===== config.mk =====
export PLATFORM = sky130hd
export DESIGN_NAME = fasta_fastq_record_parser
export DESIGN_NICKNAME = d
export VERILOG_FILES = /design/src/sv/ffrp_pkg.sv /design/src/sv/fasta_fastq_record_parser.sv /design/src/sv/ffrp_step.sv
export SDC_FILE = /design/constraint.sdc
export NUM_CORES = 1
export LEC_CHECK = 0
export CAP_MARGIN = 30
export CELL_PAD_IN_SITES_DETAIL_PLACEMENT = 1
export CELL_PAD_IN_SITES_GLOBAL_PLACEMENT = 1
export CORE_AREA = 2 2 64 66
export CTS_CLUSTER_DIAMETER = 100
export CTS_CLUSTER_SIZE = 20
export DETAILED_ROUTE_END_ITERATION = 7
export DIE_AREA = 0 0 66 68
export DONT_BUFFER_PORTS = 1
export GPL_TIMING_DRIVEN = 0
export PLACE_DENSITY_LB_ADDON = 0.05
export REMOVE_ABC_BUFFERS = 1
export SLEW_MARGIN = 10
export SYNTH_ARGS = -nofsm -noshare
export SYNTH_HDL_FRONTEND = slang
export SYNTH_SLANG_ARGS = --single-unit

===== constraint.sdc =====
create_clock -name clk_i -period 9.4 [get_ports clk_i]
set_clock_uncertainty 0.2 [all_clocks]
set_input_delay 1.41 -clock clk_i [delete_from_list [all_inputs] [get_ports clk_i]]
set_output_delay 1.41 -clock clk_i [all_outputs]
set_load 0.05 [all_outputs]

===== src/sv/ffrp_pkg.sv =====
// Package for the FASTA/FASTQ record parser: item types, parser state,
// result kinds and character helpers. No dependencies.
`default_nettype none

package ffrp_pkg;

  localparam int unsigned ByteW = 8;
  localparam int unsigned KindW = 3;

  // record formats held in the configuration register
  localparam logic FMT_FASTA = 1'b0;
  localparam logic FMT_FASTQ = 1'b1;

  // result kinds
  localparam logic [KindW-1:0] KIND_HEADER = 3'd0;
  localparam logic [KindW-1:0] KIND_BASE   = 3'd1;
  localparam logic [KindW-1:0] KIND_END    = 3'd2;
  localparam logic [KindW-1:0] KIND_CANCEL = 3'd3;
  localparam logic [KindW-1:0] KIND_ERROR  = 3'd4;

  // FASTQ line phases
  localparam logic [1:0] PHASE_HEADER = 2'd0;
  localparam logic [1:0] PHASE_SEQ    = 2'd1;
  localparam logic [1:0] PHASE_PLUS   = 2'd2;
  localparam logic [1:0] PHASE_QUAL   = 2'd3;

  localparam logic [ByteW-1:0] CHAR_GT = 8'h3E;  // '>'
  localparam logic [ByteW-1:0] CHAR_AT = 8'h40;  // '@'
  localparam logic [ByteW-1:0] CHAR_LF = 8'h0A;  // '\n'
  localparam logic [ByteW-1:0] CHAR_CR = 8'h0D;  // '\r'

  typedef struct packed {
    logic [ByteW-1:0] text_byte;
    logic             end_of_stream;
  } in_item_t;

  typedef struct packed {
    logic [ByteW-1:0] symbol;
    logic [KindW-1:0] kind;
  } out_item_t;

  typedef struct packed {
    logic [1:0] line_phase;
    logic       in_header;
    logic       at_line_start;
    logic       stripping_leading;
    logic       bases_seen;
    logic       header_pending;
    logic       finished;
  } state_t;

  localparam state_t STATE_RESET = '{
    line_phase:        PHASE_HEADER,
    in_header:         1'b0,
    at_line_start:     1'b1,
    stripping_leading: 1'b0,
    bases_seen:        1'b0,
    header_pending:    1'b0,
    finished:          1'b0
  };

  function automatic logic is_ws(input logic [ByteW-1:0] c);
    return (c == 8'd32) || ((c >= 8'd9) && (c <= 8'd13));
  endfunction

  function automatic logic [ByteW-1:0] upcase(input logic [ByteW-1:0] c);
    logic [ByteW-1:0] r;
    r = c;
    if ((c >= 8'h61) && (c <= 8'h7A)) begin
      r = c - 8'd32;
    end
    return r;
  endfunction

endpackage

`default_nettype wire


===== src/sv/fasta_fastq_record_parser.sv =====
// An accepted request is held in the input register; its result (if any) is then
// loaded into the result register. One request per cycle unless the output stalls;
// the input register loads whenever it is empty or its request moves on, and the
// result register advances whenever it is empty or being taken.
// Reset (async, active low) clears both valid flags, the parser state and
// sets the format register to FASTA. Configuration writes are always ready.
// Top level of the FASTA/FASTQ record parser; depends on ffrp_pkg, ffrp_step.
`default_nettype none

module fasta_fastq_record_parser (
  input  wire                      clk_i,
  input  wire                      rst_ni,
  input  wire                      in_valid_i,
  output logic                     in_stall_o,
  input  wire ffrp_pkg::in_item_t  in_data_i,
  output logic                     out_valid_o,
  input  wire                      out_stall_i,
  output ffrp_pkg::out_item_t      out_data_o,
  input  wire                      cfg_valid_i,
  output logic                     cfg_ready_o,
  input  wire                      cfg_data_i
);

  logic                 s1_valid_q;
  ffrp_pkg::in_item_t   s1_item_q;
  logic                 out_valid_q;
  ffrp_pkg::out_item_t  out_item_q;
  ffrp_pkg::state_t     state_q;
  ffrp_pkg::state_t     state_d;
  logic                 file_format_q;
  logic                 advance;
  logic                 step_emit;
  ffrp_pkg::out_item_t  step_result;

  assign advance     = !out_valid_q || !out_stall_i;
  assign in_stall_o  = s1_valid_q && !advance;
  assign cfg_ready_o = 1'b1;
  assign out_valid_o = out_valid_q;
  assign out_data_o  = out_item_q;

  ffrp_step u_step (
    .state_i       (state_q),
    .file_format_i (file_format_q),
    .item_i        (s1_item_q),
    .state_o       (state_d),
    .emit_o        (step_emit),
    .result_o      (step_result)
  );

  always_ff @(posedge clk_i or negedge rst_ni) begin
    if (!rst_ni) begin
      s1_valid_q    <= 1'b0;
      out_valid_q   <= 1'b0;
      state_q       <= ffrp_pkg::STATE_RESET;
      file_format_q <= ffrp_pkg::FMT_FASTA;
    end else begin
      if (cfg_valid_i && cfg_ready_o) begin
        file_format_q <= cfg_data_i;
      end
      // load the input register when it is empty or its request moves on
      if (!in_stall_o) begin
        s1_valid_q <= in_valid_i;
      end
      if (advance) begin
        out_valid_q <= s1_valid_q && step_emit;
        if (s1_valid_q) begin
          state_q <= state_d;
        end
      end
    end
  end

  // payload registers: no reset
  always_ff @(posedge clk_i) begin
    if (!in_stall_o && in_valid_i) begin
      s1_item_q <= in_data_i;
    end
    if (advance && s1_valid_q && step_emit) begin
      out_item_q <= step_result;
    end
  end

endmodule

`default_nettype wire


===== src/sv/ffrp_step.sv =====
// Per-byte parser step: next state and optional result for one input item.
// Depends on ffrp_pkg.
`default_nettype none

module ffrp_step (
  input  wire ffrp_pkg::state_t    state_i,
  input  wire                      file_format_i,
  input  wire ffrp_pkg::in_item_t  item_i,
  output ffrp_pkg::state_t         state_o,
  output logic                     emit_o,
  output ffrp_pkg::out_item_t      result_o
);

  logic [ffrp_pkg::ByteW-1:0] c;
  ffrp_pkg::state_t           s;
  logic                       strip_now;

  assign c = item_i.text_byte;

  always_comb begin
    s         = state_i;
    emit_o    = 1'b0;
    result_o  = '0;
    strip_now = 1'b0;
    if (!state_i.finished) begin
      if (item_i.end_of_stream) begin
        s.finished = 1'b1;
        if (file_format_i == ffrp_pkg::FMT_FASTA) begin
          if (state_i.bases_seen) begin
            emit_o        = 1'b1;
            result_o.kind = ffrp_pkg::KIND_END;
          end else if (state_i.header_pending) begin
            emit_o        = 1'b1;
            result_o.kind = ffrp_pkg::KIND_CANCEL;
          end
          s.bases_seen     = 1'b0;
          s.header_pending = 1'b0;
        end else if ((state_i.line_phase != ffrp_pkg::PHASE_HEADER) ||
                     !state_i.at_line_start) begin
          emit_o        = 1'b1;
          result_o.kind = ffrp_pkg::KIND_ERROR;
        end
      end else if (file_format_i == ffrp_pkg::FMT_FASTA) begin
        if (state_i.in_header) begin
          if (c == ffrp_pkg::CHAR_LF) begin
            s.in_header     = 1'b0;
            s.at_line_start = 1'b1;
          end else begin
            s.at_line_start = 1'b0;
            if (state_i.stripping_leading &&
                (ffrp_pkg::is_ws(c) || (c == ffrp_pkg::CHAR_GT))) begin
              // drop leading whitespace and markers
            end else begin
              s.stripping_leading = 1'b0;
              if (c != ffrp_pkg::CHAR_CR) begin
                emit_o          = 1'b1;
                result_o.symbol = c;
                result_o.kind   = ffrp_pkg::KIND_HEADER;
              end
            end
          end
        end else if (state_i.at_line_start && (c == ffrp_pkg::CHAR_GT)) begin
          if (state_i.bases_seen) begin
            emit_o        = 1'b1;
            result_o.kind = ffrp_pkg::KIND_END;
          end else if (state_i.header_pending) begin
            emit_o        = 1'b1;
            result_o.kind = ffrp_pkg::KIND_CANCEL;
          end
          s.in_header         = 1'b1;
          s.stripping_leading = 1'b1;
          s.at_line_start     = 1'b0;
          s.bases_seen        = 1'b0;
          s.header_pending    = 1'b1;
        end else if (c == ffrp_pkg::CHAR_LF) begin
          s.at_line_start = 1'b1;
        end else begin
          s.at_line_start = 1'b0;
          if (!ffrp_pkg::is_ws(c)) begin
            s.bases_seen    = 1'b1;
            emit_o          = 1'b1;
            result_o.symbol = ffrp_pkg::upcase(c);
            result_o.kind   = ffrp_pkg::KIND_BASE;
          end
        end
      end else begin
        case (state_i.line_phase)
          ffrp_pkg::PHASE_HEADER: begin
            if (c == ffrp_pkg::CHAR_LF) begin
              s.line_phase    = ffrp_pkg::PHASE_SEQ;
              s.at_line_start = 1'b1;
            end else begin
              strip_now = state_i.stripping_leading || state_i.at_line_start;
              s.at_line_start     = 1'b0;
              s.stripping_leading = strip_now;
              if (strip_now && (ffrp_pkg::is_ws(c) || (c == ffrp_pkg::CHAR_AT))) begin
                // drop leading whitespace and '@'
              end else begin
                s.stripping_leading = 1'b0;
                if (c != ffrp_pkg::CHAR_CR) begin
                  emit_o          = 1'b1;
                  result_o.symbol = c;
                  result_o.kind   = ffrp_pkg::KIND_HEADER;
                end
              end
            end
          end
          ffrp_pkg::PHASE_SEQ: begin
            if (c == ffrp_pkg::CHAR_LF) begin
              s.line_phase    = ffrp_pkg::PHASE_PLUS;
              s.at_line_start = 1'b1;
            end else begin
              s.at_line_start = 1'b0;
              if (!ffrp_pkg::is_ws(c)) begin
                s.bases_seen    = 1'b1;
                emit_o          = 1'b1;
                result_o.symbol = ffrp_pkg::upcase(c);
                result_o.kind   = ffrp_pkg::KIND_BASE;
              end
            end
          end
          ffrp_pkg::PHASE_PLUS: begin
            if (c == ffrp_pkg::CHAR_LF) begin
              s.line_phase    = ffrp_pkg::PHASE_QUAL;
              s.at_line_start = 1'b1;
            end else begin
              s.at_line_start = 1'b0;
            end
          end
          default: begin
            if (c != ffrp_pkg::CHAR_LF) begin
              s.at_line_start = 1'b0;
            end else begin
              s.at_line_start = 1'b1;
              s.line_phase    = ffrp_pkg::PHASE_HEADER;
              emit_o          = 1'b1;
              if (state_i.bases_seen) begin
                s.bases_seen  = 1'b0;
                result_o.kind = ffrp_pkg::KIND_END;
              end else begin
                // empty sequence: withdraw the header and stop
                s.finished    = 1'b1;
                result_o.kind = ffrp_pkg::KIND_CANCEL;
              end
            end
          end
        endcase
      end
    end
    state_o = s;
  end

endmodule

`default_nettype wire


==> summary.txt <==
Layout cell share with drive strength beyond 1 -> 13.76%
Final count of hold timing violations -> 0
Register area share after synthesis -> 44.56%
Total GRT Usage -> 23.32%
Largest net degree at the start of global routing -> 28
Remaining antenna violation count -> 0
Critical Path AT -> 2020 ps
Mapped Cells -> 188
# resized after CTS -> 0
Final #Nets -> 209
IR drop worst, VDD -> 0.00008212 V
RSZ-0062 raised after global routing -> no
Netlist cell types -> 70
Initial antenna violation count -> 0
First-pass GRT wire length -> 7.783 mm
Delay of the slowest critical-path stage -> 330 ps
DIE WIDTH -> 66 µm
Mapped Area -> 1968 µm²
Max FO, Critical Path -> 3
Synthesis-stage register bit count -> 31
Die ar. -> 4488 µm²
Syn. warnings -> 0
# DRC -> 0
# rows -> 23
Routed Wire Length -> 4.787 mm
H-tree Lvls -> 2
CORE AREA -> 3856 µm²
Fmax -> 275.5 MHz
Worst-Skew Late Latency -> 280 ps
Number of fillers in the final layout -> 450
Gr ovfl total -> 0
Worst Path Required -> 7790 ps
PwrDens -> 134.0 nW/µm²
IO Port Bufs -> 0
Type of origin of the critical path -> input port
Period minus WS final -> 3630 ps
Final hold slack -> 363.3 ps
Hold buffers post-CTS -> 0
Actual slew at the worst max-slew pin -> 829.2 ps
Drt first pass iters -> 4
Synth top area share -> 30.51%
CTS Sinks -> 31
CTS tree -> yes
Setup CP Type -> in -> out
Initial DRC count -> 120
Vias per inst -> 6.423
Vias -> 1535
Cts bufs inserted -> 5
CP Capture Type -> output port
Crit path max-delay cell type -> inv_1
Final Wtd Congestion -> 0.8911
Clock transition at path regs -> 60 ps
Root Buffer -> clkbuf_8
Detail Placement HPWL -> 3.694 mm
Initial core utilization -> 51.04%
I/O pin cnt -> 29
Cell family with the largest share of critical-path delay -> buffers and inverters
Dpl cell area -> 1988 µm²
Vias in the first global route -> 1575
Fin util -> 53.63%
Final Cycle Share -> 38.61%
WP buf/inv -> 1
Mapped Avg Cell Area -> 10.47 µm²
Ant diodes -> 0
Ys flop type -> edfxtp_1
Max Root-Sink Buffers -> 2
Outcome -> finished, final reports clean
Post-route design area -> 2068 µm²
Async SR Flop Fraction -> 35.48%
# Max-Cap Violations -> 0
Post-route setup TNS -> 0 ps
Yosys top cell by area -> edfxtp_1
Synth top area cells -> edfxtp_1, dfrtp_1, ha_1
Leakage power -> 0.7544 nW
Final setup viols -> 0
Area Overhead vs Synth -> 5.086%
Avg WL per Cell -> 20.03 µm
Worst-path cell chain -> and2_1 -> nand2_1 -> inv_1
Max-slew headroom -> 44.72%
Die span in y -> 68 µm
Slew Limit Fails -> 0
Post-synth EDFFs -> 20
Hold Path Class -> reg -> reg
Postcts setup bufs -> 0
[where the power goes]
part	leakage, nW	switching [W]	internal (W)
clock	0.0403	0.0000467	0.0000503
combinational	0.389	0.0000124	0.00000863
sequential	0.325	0.00000999	0.000149
[cell families after synthesis]
family	after synthesis	share of synthesized area, %
AND/OR/NAND/NOR	75	23.90
AO/OA/AOI/OAI	52	20.73
flip-flops	31	44.56
buffers and inverters	20	5.149
adder cells (fa/ha/maj)	6	3.814
multiplexers	3	1.653
other	1	0.1905
[cell usage in the layout, fill, tap and decap left out, types with 3 or more instances in the layout]
cell type and n:
edfxtp_1 20, nand2_1 16, nor2_1 13, inv_1 12, dfrtp_1 10, a21oi_1 9, nor3_1 7, o21ai_0 6
ha_1 6, nand3_1 5, clkbuf_8 5, and2_1 4, nand2b_1 4, o211ai_1 3, nand4_1 3
[routing by layer]
layer | vias to the layer above | share of wire [%] | GRT usage [%]
met5 | - | 0 | 0
met4 | 0 | 1.3 | 9.694
met3 | 8 | 3.9 | 5.592
met2 | 42 | 49 | 38.64
met1 | 766 | 46 | 29.39
li1 | 719 | - | -
[cells in the mapped netlist (2+ instances only)]
cell type  instances
ha_1               6
mux2_2             2
o21ai_0            6
and4_1             2
nor3_1             7
nand4_1            3
nand2_1           16
nand2b_1           4
and2b_2            2
and2_2             2
a211oi_1           2
edfxtp_1          20
buf_4              2
a211o_1            2
a311oi_1           2
nor2_1            13
clkbuf_1           3
and2_1             4
a21oi_1            9
inv_1             12
o211ai_1           3
dfrtp_1           10
a311o_1            2
a31oi_1            2
nand3_1            5
nor3b_1            2
a211oi_2           2
[state kept, by name, summed over array words and instances (netlist names)]
register       cells
s1_item_q          9
file_format_q      1
state_q            8
out_valid_o        1
s1_valid_q         1
out_data_o        11
[layout make-up]
class / instances / area, µm² / area share [%]
multi-input combinational: 137 / 996.0 / 48.15
sequential: 31 / 877.1 / 42.41
clock buffer: 6 / 72.57 / 3.509
tap: 50 / 62.56 / 3.025
inverter: 12 / 45.04 / 2.178
clock inverter: 2 / 7.507 / 0.3630
timing repair buffer: 1 / 7.507 / 0.3630
[metrics by stage]
step,setup slack (ps),std cells,total power [W]
after detailed placement,5774,231,0.0001823
final,5770,239,0.0002771
after floorplan,5855,180,0.0001751
after global routing,5732,239,0.0002882
after CTS,5772,239,0.0002789
after global placement,5773,230,0.0001813
[final timing paths]
check | start | to | slack, ps | cells after the start
max in group asynchronous | rst_ni | state_q[4]$_DFFE_PN1P_ | 8210 | 0
worst max register to register | s1_item_q[3]$_DFFE_PP_ | out_data_o[2]$_SDFFCE_PP0P_ | 6690 | 6
worst min-delay path | state_q[1]$_DFFE_PN0P_ | state_q[1]$_DFFE_PN0P_ | 360 | 1
worst min register to register | state_q[1]$_DFFE_PN0P_ | state_q[1]$_DFFE_PN0P_ | 360 | 1
min in group asynchronous | rst_ni | state_q[1]$_DFFE_PN0P_ | 620 | 0
worst max-delay path | out_stall_i | in_stall_o | 5770 | 3
Note: power is estimated with default switching activity, not from simulation.
